<file path="src/hdl/checked_signed_arithmetic_unit_macros.svh">
// assertion macros for the checked signed arithmetic unit
// expects clk and rst_n in the scope of use
`ifndef CHECKED_SIGNED_ARITHMETIC_UNIT_MACROS_SVH
`define CHECKED_SIGNED_ARITHMETIC_UNIT_MACROS_SVH

// same-cycle implication
`define CSAU_ASSERT_IMPL(label, ante, cons, msg) \
    label: assert property (@(posedge clk) disable iff (!rst_n) (ante) |-> (cons)) \
        else $error(msg);

// next-cycle implication
`define CSAU_ASSERT_NEXT(label, ante, cons, msg) \
    label: assert property (@(posedge clk) disable iff (!rst_n) (ante) |=> (cons)) \
        else $error(msg);

`endif

</file>
<file path="src/hdl/csau_pkg.sv">
// shared codes, widths and types of the checked signed arithmetic unit
// no dependencies
package csau_pkg;

    localparam int PORT_W = 64;

    localparam logic [2:0] OP_ADD = 3'd0;
    localparam logic [2:0] OP_SUB = 3'd1;
    localparam logic [2:0] OP_MUL = 3'd2;
    localparam logic [2:0] OP_DIV = 3'd3;
    localparam logic [2:0] OP_POW = 3'd4;

    localparam logic [1:0] ST_OK     = 2'd0;
    localparam logic [1:0] ST_OVF    = 2'd1;
    localparam logic [1:0] ST_DIV0   = 2'd2;
    localparam logic [1:0] ST_NEGEXP = 2'd3;

    typedef struct packed {
        logic shift;
        logic in_bit;
        logic sub;
    } alu_ctl_t;

endpackage

</file>
<file path="src/hdl/csau_alu.sv">
// shared shift-and-add/subtract unit used by every operation
// depends on csau_pkg
module csau_alu
    import csau_pkg::*;
#(
    parameter int DATA_WIDTH = 64
) (
    input  logic [DATA_WIDTH+1:0] x,
    input  logic [DATA_WIDTH+1:0] y,
    input  alu_ctl_t              ctl,
    output logic [DATA_WIDTH+1:0] sum
);
    localparam int L = DATA_WIDTH + 2;

    logic [L-1:0] xs;
    logic [L-1:0] ys;

    always_comb
    begin
        xs  = ctl.shift ? {x[L-2:0], ctl.in_bit} : x;
        ys  = ctl.sub ? ~y : y;
        sum = xs + ys + {{(L-1){1'b0}}, ctl.sub};
    end
endmodule

</file>
<file path="config.mk">
export PLATFORM = sky130hd
export DESIGN_NAME = csau_alu
export DESIGN_NICKNAME = d
export VERILOG_FILES = /design/src/hdl/checked_signed_arithmetic_unit_macros.svh /design/src/hdl/csau_pkg.sv /design/src/hdl/csau_alu.sv
export SDC_FILE = /design/constraint.sdc
export NUM_CORES = 1
export LEC_CHECK = 0
export BUFFER_PORTS_ARGS = -buffer_cell sky130_fd_sc_hd__buf_2
export CAP_MARGIN = 20
export CORE_UTILIZATION = 45
export DETAILED_ROUTE_END_ITERATION = 7
export PLACE_DENSITY = 0.74
export SLEW_MARGIN = 20
export SYNTH_ARGS = -nofsm -noshare
export SYNTH_HDL_FRONTEND = slang
export SYNTH_SLANG_ARGS = --single-unit
</file>
<file path="constraint.sdc">
create_clock -name vclk -period 5.15
set_clock_uncertainty 0.1 [all_clocks]
set_input_delay 0.2575 -clock vclk [all_inputs]
set_output_delay 0.2575 -clock vclk [all_outputs]
set_load 0.005 [all_outputs]
</file>
# After elaboration in Yosys (flattened, before gate mapping)
# Cells that the tools add are included.
[totals]
memories = 0
regBits = 0
elab_cells = 5
latchBits = 0
out_inout_bits = 66
ramBits = 0
inputBits = 135
mem_bits_ro = 0
[classes]
n_reduce_logical = 0
n_lt_le_gt_ge = 0
mul = 0
n_addsub = 2
muxes = 2
n_eq_ne = 0
shift = 0
div_mod_pow = 0
bitwise_logic = 1
[op_table]
columns = ["op", "n"]
rows = [
  ["66-bit two-way mux", 2],
  ["66-bit by 1-bit adder with 66-bit output", 1],
  ["66-bit adder", 1],
  ["66-bit inverter", 1],
]

# Longest topological paths before layout
# Gate-level depths: netlist (run 1).
[logic_depth]
depth_word = 4
depth_mapped = 15
mapped_depth_nobuf = 12

# Worst setup path after synthesis (run 1)
# OpenSTA, ideal clock, no wires.
[synth_timing]
path_kind = "input -> output"
startpoint = "input port ctl[0] (netlist name)"
endpoint = "output port sum[65]"
t_arrival_ps = 3522
required_ps = 4793
slack_ps = 1270
cell_stages = 13
n_path_buf = 4
path_cell_list = "clkbuf_1 > buf_1 > buf_1 > xor2_1 > ha_1 > clkbuf_1 > nand4_1 > or4_1 > a21oi_1 > nor3_1 > nor3_2 > nor4b_1 > a311o_1"
[synth_via]
elab_chain_cells = 3
[synth_lines]
columns = ["element", "line", "rtl"]
rows = [
  ["start: declaration", "csau_alu.sv:10", "input alu_ctl_t ctl,"],
  ["66-bit two-way mux", "csau_alu.sv:21", "ys = ctl.sub ? ~y : y;"],
  ["66-bit adder", "csau_alu.sv:22", "sum = xs + ys + {{(L-1){1'b0}}, ctl.sub};"],
  ["66-bit by 1-bit adder with 66-bit output *", "csau_alu.sv:22", ""],
  ["end: declaration", "csau_alu.sv:11", "output logic [DATA_WIDTH+1:0] sum"],
]
# Mark *: on every way between the ends. The rest lies on a longest branch, timed or not.

# Worst setup path in the final report (run 1)
[layout_timing]
startpoint = "input port ctl[2] (netlist name)"
endpoint = "output port sum[58]"
[layout_via]
elab_chain_cells = 3
[layout_lines]
columns = ["element", "line", "rtl"]
rows = [
  ["66-bit two-way mux", "csau_alu.sv:20", "xs = ctl.shift ? {x[L-2:0], ctl.in_bit} : x;"],
  ["66-bit adder", "csau_alu.sv:22", ""],
  ["66-bit by 1-bit adder with 66-bit output", "csau_alu.sv:22", ""],
]
# Every way passes these cells.

==> results.sh, run 1 <==
export IMPL_synth_warning_count=0
export IMPL_viasPerCell=5.66
export IMPL_synth_common_cells="90 x xor2_1, 81 x a21oi_1, 64 x ha_1, 64 x mux2_2, 62 x nand2_1"
export IMPL_crit_fanout=31
export IMPL_gp_congestion=0.901
export IMPL_io_pins=201
export IMPL_peakVddDrop_uv=87.8
export IMPL_vias=5982
export IMPL_end_kind="output port"
export IMPL_ant_nets=0
export IMPL_final_period_utilization=0.840
export IMPL_grt_pass1_wl_um=24900
export IMPL_synth_nets=953
export IMPL_leakagePower_nw=3.16
export IMPL_pwr_share_clk=0
export IMPL_critPathLaunchType="primary input"
export IMPL_crit_family="compound AO/OA/AOI/OAI gates"
export IMPL_netlist_area_leader_share=0.146
export IMPL_finalSetupTns_ns=0
export IMPL_n_sequential_cell=0
export IMPL_ctsResizeCount=0
export IMPL_worstHoldPathType="primary input to output port"
export IMPL_min_to="sum[0]"
export IMPL_p_comb_frac=1.000
export IMPL_cp_arrival_ns=3.97
export IMPL_fin_crit_ns=4.32
export IMPL_hold_viol=0
export IMPL_remaining_drc_errors=0
export IMPL_antennaDiodeCount=0
export IMPL_synth_largest_area_cell="ha_1"
export IMPL_rows=39
export IMPL_grt_ovfl_total=0
export IMPL_totalWireLength_um=15200
export IMPL_seqCellArea_um2=0
export IMPL_nClkBuffers=0
export IMPL_drv_cap=0
export IMPL_ys_seq_area_frac=0
export IMPL_whs_ns=0.763
export IMPL_area_growth_pct=19.0
export IMPL_coreArea_mm2=0.0117
export IMPL_start_util=0.471
export IMPL_cp_required_ns=4.79
export IMPL_rsz0062_at_grt="false"
export IMPL_worst_pin_slew_ns=0.750
export IMPL_netlist_area_mm2=0.00549
export IMPL_p_seq_frac=0
export IMPL_fp_dieArea_mm2=0.0126
export IMPL_min_path_cells=3
export IMPL_numPortBuffers=201
export IMPL_hold_buffers=0
export IMPL_dr_first_iter_drc_count=263
export IMPL_drv_slew=0
export IMPL_critPathMaxStageDelay_ns=0.45
export IMPL_cp_num_buf_inv=3
export IMPL_syn_inst=753
export IMPL_fin_nets=1116
export IMPL_p_switching_mw=0.763
export IMPL_grt_start_max_net_pins=50
export IMPL_power_internal_mw=0.622
export IMPL_critical_path_class="primary input to output port"
export IMPL_path_cells="buf_2 > buf_4 > mux2i_1 > a21oi_1 > fa_1 > a211oi_1 > o211ai_2 > a21boi_2 > o311ai_4 > a31oi_1 > o21a_1 > a21o_1 > o21bai_1 > xor2_1 > buf_2"
export IMPL_outcome="completed"
export IMPL_sw_frac_of_total=0.551
export IMPL_dp_final_hpwl_um=12900
export IMPL_fp_dieW_um=112
export IMPL_antenna_found_initial=0
export IMPL_fmax_ghz=0.231
export IMPL_crit_top_cell="buf_2"
export IMPL_synth_area_top_cells="ha_1 15%, xor2_1 14%, mux2_2 13%, a21oi_1 7.4%, xnor2_1 5.7%"
export IMPL_postCtsSetupBuffers=0
export IMPL_first_pass_iters=5
export IMPL_relSlewSlack=0.500
export IMPL_total_power_mw=1.39
export IMPL_wire_per_inst_um=14.3
export IMPL_hold_path_startpoint="y[0]"
export IMPL_layout_drive_gt1_share=0.323
export IMPL_die_h_um=112
export IMPL_grt_pass1_vias=5425
export IMPL_yosysMostFrequentCell="xor2_1"
export IMPL_grt_use_total=0.228
export IMPL_synth_distinct_cells=66
export IMPL_syn_area_per_cell_um2=7.29
export IMPL_setup_violations_final=0
export IMPL_crit_path_top_delay_cell="fa_1"
export IMPL_power_density_mw_per_mm2=212
==> logic make-up (layout without fill, tap and decap cells) <==
group | count (synthesis) | count (layout) | share of synthesized area
AO/OA/AOI/OAI | 243 | 243 | 0.295
AND/OR/NAND/NOR | 193 | 193 | 0.175
XOR/XNOR | 126 | 126 | 0.201
multiplexers | 68 | 68 | 0.139
adder cells (fa/ha/maj) | 65 | 65 | 0.150
buffers and inverters | 58 | 219 | 0.0410
==> metal layers <==
| layer | wire length, µm | up-vias | GRT usage |
|---|---|---|---|
| met5 | 0 | - | 0 |
| met4 | 166 | 0 | 0.0258 |
| met3 | 812 | 12 | 0.0113 |
| met2 | 6770 | 210 | 0.385 |
| met1 | 7420 | 2657 | 0.329 |
| li1 | - | 3103 | - |
==> through the flow <==
| stage | setup slack [ns] | cell area (µm²) | util | std cells |
|---|---|---|---|---|
| 2_1_floorplan | 1.27 | 5490 | - | 753 |
| 3_3_place_gp | 1.00 | 6530 | 0.560 | 1057 |
| 3_5_place_dp | 0.862 | 6530 | 0.560 | 1057 |
| 4_1_cts | 0.845 | 6530 | 0.560 | 1057 |
| 5_1_grt | 0.553 | 6530 | 0.560 | 1057 |
| 6_report | 0.826 | 6530 | 0.560 | 1057 |
==> area by class of cell <==
type | count | area (µm²)
Multi-Input combinational cell | 695 | 5260
Fill cell | 1162 | 5130
Timing Repair Buffer | 205 | 1040
Tap cell | 143 | 179
Inverter | 14 | 52.6
==> layout by cell type, fill, tap and decap left out, types with 3 or more instances in the layout <==
cell and n:
o21ai_1 5, ha_1 64, or3_1 5, a21oi_2 3, o31ai_1 7, o221a_2 3, buf_4 5, mux2i_1 4
nand2_1 62, a21oi_1 81, nor3_1 17, nand4_1 20, or2_2 6, a221oi_1 3, o21bai_1 15, nor2b_1 3
a31oi_1 6, nor2_1 36, xor2_1 90, o21a_1 9, buf_2 200, a21o_1 41, mux2_2 64, xnor2_1 36
nor4b_1 3, and3_1 7, nand3_1 16, o211ai_1 3, a211oi_1 7, nand2b_1 3, o21ai_0 35, inv_1 14
==> worst max-delay path by stage <==
| stage | startpoint | endpoint | slack [ns] | depth (start not counted) |
|---|---|---|---|---|
| final | ctl[2] | sum[58] | 0.83 | 15 |
| after global routing | ctl[2] | sum[62] | 0.55 | 15 |
| after CTS | ctl[2] | sum[58] | 0.84 | 15 |
| after detailed placement | ctl[2] | sum[58] | 0.86 | 15 |
| after global placement | ctl[0] | sum[62] | 1.00 | 14 |
| after floorplan | ctl[0] | sum[65] | 1.27 | 13 |
==> power groups by stage <==
stage / clock network, mW / registers (mW) / logic [mW]
global route: 0 / 0 / 1.52
CTS: 0 / 0 / 1.38
global placement: 0 / 0 / 1.37
floorplan: 0 / 0 / 0.930
finish: 0 / 0 / 1.39
detailed placement: 0 / 0 / 1.37
Note: power is estimated with default switching activity, not from simulation.
==> inputs of run 2 (changes only) <==
--- a/config.mk
+++ b/config.mk
@@ -5,6 +5,7 @@
 export SDC_FILE = /design/constraint.sdc
 export NUM_CORES = 1
 export LEC_CHECK = 0
+export ABC_AREA = 1
 export BUFFER_PORTS_ARGS = -buffer_cell sky130_fd_sc_hd__buf_2
 export CAP_MARGIN = 20
 export CORE_UTILIZATION = 45
==> constraint.sdc (replaced) <==
create_clock -name vclk -period 3.9
set_clock_uncertainty 0.1 [all_clocks]
set_input_delay 0.195 -clock vclk [all_inputs]
set_output_delay 0.195 -clock vclk [all_outputs]
set_load 0.005 [all_outputs]
==> run 2 against run 1 <==
Compared with the run above: power up 41%; global-route usage grew 8.4 points; final area up 19%; hold slack worse by 0.14 ns; combinational power is 40% higher; final cell count grew 54%; sequential share of layout area is the same; critical path type unchanged; largest cell class unchanged.
==> results.sh, run 2 <==
export IMPL_setup_violations_final=0
export IMPL_critPathLaunchType="primary input"
export IMPL_relSlewSlack=0.592
export IMPL_drv_cap=0
export IMPL_synth_area_top_cells="nand2_1 20%, xor2_1 13%, ha_1 12%, inv_1 11%, o21ai_0 8.6%"
export IMPL_critical_path_class="primary input to output port"
export IMPL_hold_buffers=0
export IMPL_hold_path_startpoint="y[0]"
export IMPL_power_density_mw_per_mm2=250
export IMPL_dp_cells=1633
export IMPL_worstHoldPathType="primary input to output port"
export IMPL_dr_first_iter_drc_count=641
export IMPL_outcome="completed"
export IMPL_netlist_area_leader_share=0.200
export IMPL_cp_required_ns=3.61
export IMPL_n_sequential_cell=0
export IMPL_placed_area_mm2=0.00780
export IMPL_end_kind="output port"
export IMPL_ctsResizeCount=0
export IMPL_crit_fanout=66
export IMPL_fin_nets=1655
export IMPL_final_common_cell="nand2_1"
export IMPL_fmax_ghz=0.299
export IMPL_numPortBuffers=201
export IMPL_min_to="sum[0]"
export IMPL_gp_congestion=1.03
export IMPL_fp_dieArea_mm2=0.0151
export IMPL_synth_nets=1466
export IMPL_rows=43
export IMPL_fp_dieW_um=123
export IMPL_coreArea_mm2=0.0140
export IMPL_synth_largest_area_cell="nand2_1"
export IMPL_antenna_found_initial=0
export IMPL_viasPerCell=5.19
export IMPL_rsz0062_at_grt="false"
export IMPL_drv_slew=0
export IMPL_synth_warning_count=0
export IMPL_grt_pass1_wl_um=36900
export IMPL_cp_arrival_ns=3.05
export IMPL_first_pass_iters=5
export IMPL_stdcell_count=1633
export IMPL_io_pins=201
export IMPL_ys_seq_area_frac=0
export IMPL_fin_crit_ns=3.34
export IMPL_area_growth_pct=18.6
export IMPL_final_period_utilization=0.857
export IMPL_dp_final_hpwl_um=21500
export IMPL_synth_common_cells="351 x nand2_1, 191 x inv_1, 141 x nor2_1"
export IMPL_min_path_cells=4
export IMPL_worst_pin_slew_ns=0.612
export IMPL_layout_common_cells="351 x nand2_1, 200 x buf_2, 191 x inv_1"
export IMPL_nClkBuffers=0
export IMPL_grt_pass1_vias=7475
export IMPL_leakagePower_nw=4.20
export IMPL_peakVddDrop_uv=140
export IMPL_postCtsSetupBuffers=0
export IMPL_syn_area_per_cell_um2=5.19
export IMPL_start_util=0.468
export IMPL_seqCellArea_um2=0
export IMPL_grt_start_max_net_pins=67
export IMPL_layout_drive_gt1_share=0.190
export IMPL_vias=8476
export IMPL_netlist_area_mm2=0.00658
export IMPL_grt_use_total=0.312
export IMPL_totalWireLength_um=24200
export IMPL_remaining_drc_errors=0
export IMPL_ant_nets=0
export IMPL_antennaDiodeCount=0
export IMPL_die_h_um=123
export IMPL_wire_per_inst_um=14.8
export IMPL_design_area_mm2=0.00780
export IMPL_syn_inst=1266
export IMPL_finalSetupTns_ns=0
export IMPL_grt_ovfl_total=0
export IMPL_hold_viol=0
export IMPL_yosysMostFrequentCell="nand2_1"
export IMPL_synth_distinct_cells=36
-- run 2: critical path, stage by stage --
cell     delay [ns]
buf_2          0.10
buf_4          0.50
o21ai_0        0.23
ha_1           0.42
nand2_1        0.13
nor2_1         0.23
nand2_1        0.09
inv_1          0.10
nand4_1        0.17
nand3_2        0.18
nand2_1        0.07
nand2_1        0.20
nand2_1        0.13
nand2_1        0.08
nand2_1        0.04
nand2_1        0.05
buf_2          0.11
-- run 2: where the power goes --
part           total (mW)  internal [mW]  switching [mW]
Clock                   0              0               0
Sequential              0              0               0
Combinational        1.95          0.715            1.24
Total                1.95          0.715            1.24
-- run 2: through the flow --
stage | setup slack, ns | utilization | power, mW | hold slack, ns
2_1_floorplan | 1.37 | - | 1.20 | 0.398
3_3_place_gp | 0.658 | 0.556 | 1.92 | 0.625
3_5_place_dp | 0.640 | 0.556 | 1.92 | 0.627
4_1_cts | 0.639 | 0.556 | 1.93 | 0.627
5_1_grt | 0.332 | 0.556 | 2.15 | 0.671
6_report | 0.557 | 0.556 | 1.95 | 0.626
-- run 2: worst max-delay path by stage --
stage	from	to	slack, ns	cells after the start
5_1_grt	ctl[2]	sum[38]	0.33	12
2_1_floorplan	ctl[0]	sum[65]	1.37	15
6_report	ctl[2]	sum[57]	0.56	17
4_1_cts	ctl[2]	sum[38]	0.64	12
3_3_place_gp	ctl[2]	sum[38]	0.66	12
3_5_place_dp	ctl[2]	sum[38]	0.64	12
-- run 2: layout make-up --
type | instances | area (µm²)
Multi-Input combinational cell | 1038 | 5710
Tap cell | 180 | 225
Fill cell | 1614 | 6240
Timing Repair Buffer | 208 | 1090
Inverter | 207 | 777
-- run 2: cell families (layout without fill, tap and decap cells) --
kind of cell | Yosys count | after routing | synth area share
compound gates | 249 | 249 | 0.202
xor+xnor | 104 | 104 | 0.139
fa+ha+maj | 65 | 65 | 0.125
buf+inv | 228 | 415 | 0.131
simple gates | 620 | 620 | 0.403
-- run 2: per-layer routing --
metal / part of all wire / GRT usage
met3: 0.076 / 0.0411
met2: 0.44 / 0.518
met1: 0.47 / 0.439
met4: 0.011 / 0.0328
met5: 0 / 0
==> inputs of run 3 (changes only) <==
--- a/config.mk
+++ b/config.mk
@@ -15,3 +15,4 @@
 export SYNTH_ARGS = -nofsm -noshare
 export SYNTH_HDL_FRONTEND = slang
 export SYNTH_SLANG_ARGS = --single-unit
+export TNS_END_PERCENT = 100
==> constraint.sdc (replaced) <==
create_clock -name vclk -period 3.9
set_clock_uncertainty 0.1 [all_clocks]
set_input_delay 0.78 -clock vclk [all_inputs]
set_output_delay 0.78 -clock vclk [all_outputs]
set_load 0.005 [all_outputs]
==> run 3 against run 2 <==
Compared with the run above: the run now ends with setup timing left; power grew 52%; wire length rose by 28%; hold slack better by 1.2 ns; global-route usage up 4.5 points; core utilization increased by 22 points; critical path depth fell by 2; critical path type unchanged.
==> results.sh, run 3 (same netlist as run 2, synthesis figures left out) <==
export IMPL_first_pass_iters=7
export IMPL_viasPerCell=5.39
export IMPL_fin_nets=1874
export IMPL_violations="setup timing"
export IMPL_placed_area_mm2=0.00908
export IMPL_io_pins=201
export IMPL_worstHoldPathType="primary input to output port"
export IMPL_n_sequential_cell=0
export IMPL_rsz0062_at_grt="true"
export IMPL_multi_input_area_mm2=0.00691
export IMPL_setup_violations_final=4
export IMPL_critical_path_class="primary input to output port"
export IMPL_routed_wl_met3_um=2800
export IMPL_totalWireLength_um=31000
export IMPL_dpl_worst_slack_ns=-0.211
export IMPL_fmax_ghz=0.252
export IMPL_antenna_found_initial=0
export IMPL_leakagePower_nw=5.56
export IMPL_power_density_mw_per_mm2=270
export IMPL_ant_nets=0
export IMPL_wire_per_inst_um=16.7
export IMPL_fp_dieArea_mm2=0.0151
export IMPL_fin_crit_ns=3.97
export IMPL_grt_start_max_net_pins=25
export IMPL_final_period_utilization=1.02
export IMPL_drv_cap=0
export IMPL_fill_cells=1108
export IMPL_grt_pass1_vias=8527
export IMPL_critPathLaunchType="primary input"
export IMPL_dp_final_hpwl_um=22800
export IMPL_wl_met2_um=13900
export IMPL_start_util=0.468
export IMPL_met1_length_um=13200
export IMPL_gp_congestion=1.01
export IMPL_remaining_drc_errors=0
export IMPL_highest_layer="met4"
export IMPL_relSlewSlack=0.743
export IMPL_cp_arrival_ns=3.09
export IMPL_grt_ovfl_total=0
export IMPL_worst_pin_slew_ns=0.381
export IMPL_design_area_mm2=0.0109
export IMPL_layout_common_cells="280 x nand2_1, 199 x buf_2, 199 x buf_4"
export IMPL_antennaDiodeCount=0
export IMPL_cp_required_ns=3.02
export IMPL_end_kind="output port"
export IMPL_layout_drive_gt1_share=0.465
export IMPL_fp_dieW_um=123
export IMPL_final_common_cell="nand2_1"
export IMPL_die_h_um=123
export IMPL_hold_viol=0
export IMPL_seqCellArea_um2=0
export IMPL_hold_buffers=0
export IMPL_vias=9978
export IMPL_coreArea_mm2=0.0140
export IMPL_nClkBuffers=0
export IMPL_rows=43
export IMPL_outcome="finished with violations"
export IMPL_numPortBuffers=201
export IMPL_area_growth_pct=66.4
export IMPL_crit_fanout=7
export IMPL_layout_setup_ws_ns=-0.0747
export IMPL_drv_slew=0
export IMPL_dr_first_iter_drc_count=930
export IMPL_peakVddDrop_uv=203
export IMPL_grt_use_total=0.357
export IMPL_grt_pass1_wl_um=41900
run 3: changes by cell type in the layout (fill, tap and decap cells not counted), moves of 29 or more:
cell / delta
nand2_1: -71
nor2_2: +41
a21oi_1: -58
nor2_4: +29
nor2_1: -70
nand2_2: +55
o21ai_1: +49
buf_4: +193
o21ai_0: -68
a21oi_2: +50
run 3: through the flow:
stage	hold WS, ns	setup TNS [ns]	utilization	power [mW]	std cells
finish	1.82	-0.206	0.779	2.95	1852
global placement	1.81	-1.29	0.646	2.26	1798
CTS	1.81	-0.0290	0.681	2.43	1816
global route	1.84	-2.74	0.779	3.15	1852
floorplan	1.57	0	-	1.20	1266
detailed placement	1.81	-1.74	0.646	2.28	1798
run 3: cell type report:
type / instances / share of cell area
multi-input cells: 1038 / 0.631
repair buffers: 427 / 0.275
inverters: 207 / 0.0728
well taps: 180 / 0.0206
run 3: worst paths after layout:
kind	end	cells after the start	slack, ns	from
max	sum[38]	15	-0.07	ctl[2]
min	sum[0]	4	1.82	y[0]
run 3: routing by layer:
layer  up-vias  track usage
met5         -            0
met4         0       0.0816
met3        75       0.0434
met2       487        0.588
met1      4572        0.493
li1       4844            -
run 3: timing repair:
item                       in CTS  in global routing
cloned                          4                  5
resized for setup             101                350
pin swaps                      41                126
buffers inserted               14                 32
setup endpoints to repair      28                 47
run 3: critical path, stage by stage:
cell and delay, ns:
buf_12 0.13, inv_12 0.06, clkbuf_16 0.16, nand2_1 0.06
o21ai_1 0.06, ha_1 0.37, nand2_2 0.14, buf_6 0.15
o21a_1 0.21, o21bai_1 0.18, nand2_1 0.10, nand2_1 0.10
nand3b_1 0.21, xor2_1 0.22, buf_2 0.15
run 3: power breakdown:
group / internal [mW] / total [mW] / switching, mW
combinational: 1.30 / 2.95 / 1.65
sequential: 0 / 0 / 0
clock: 0 / 0 / 0
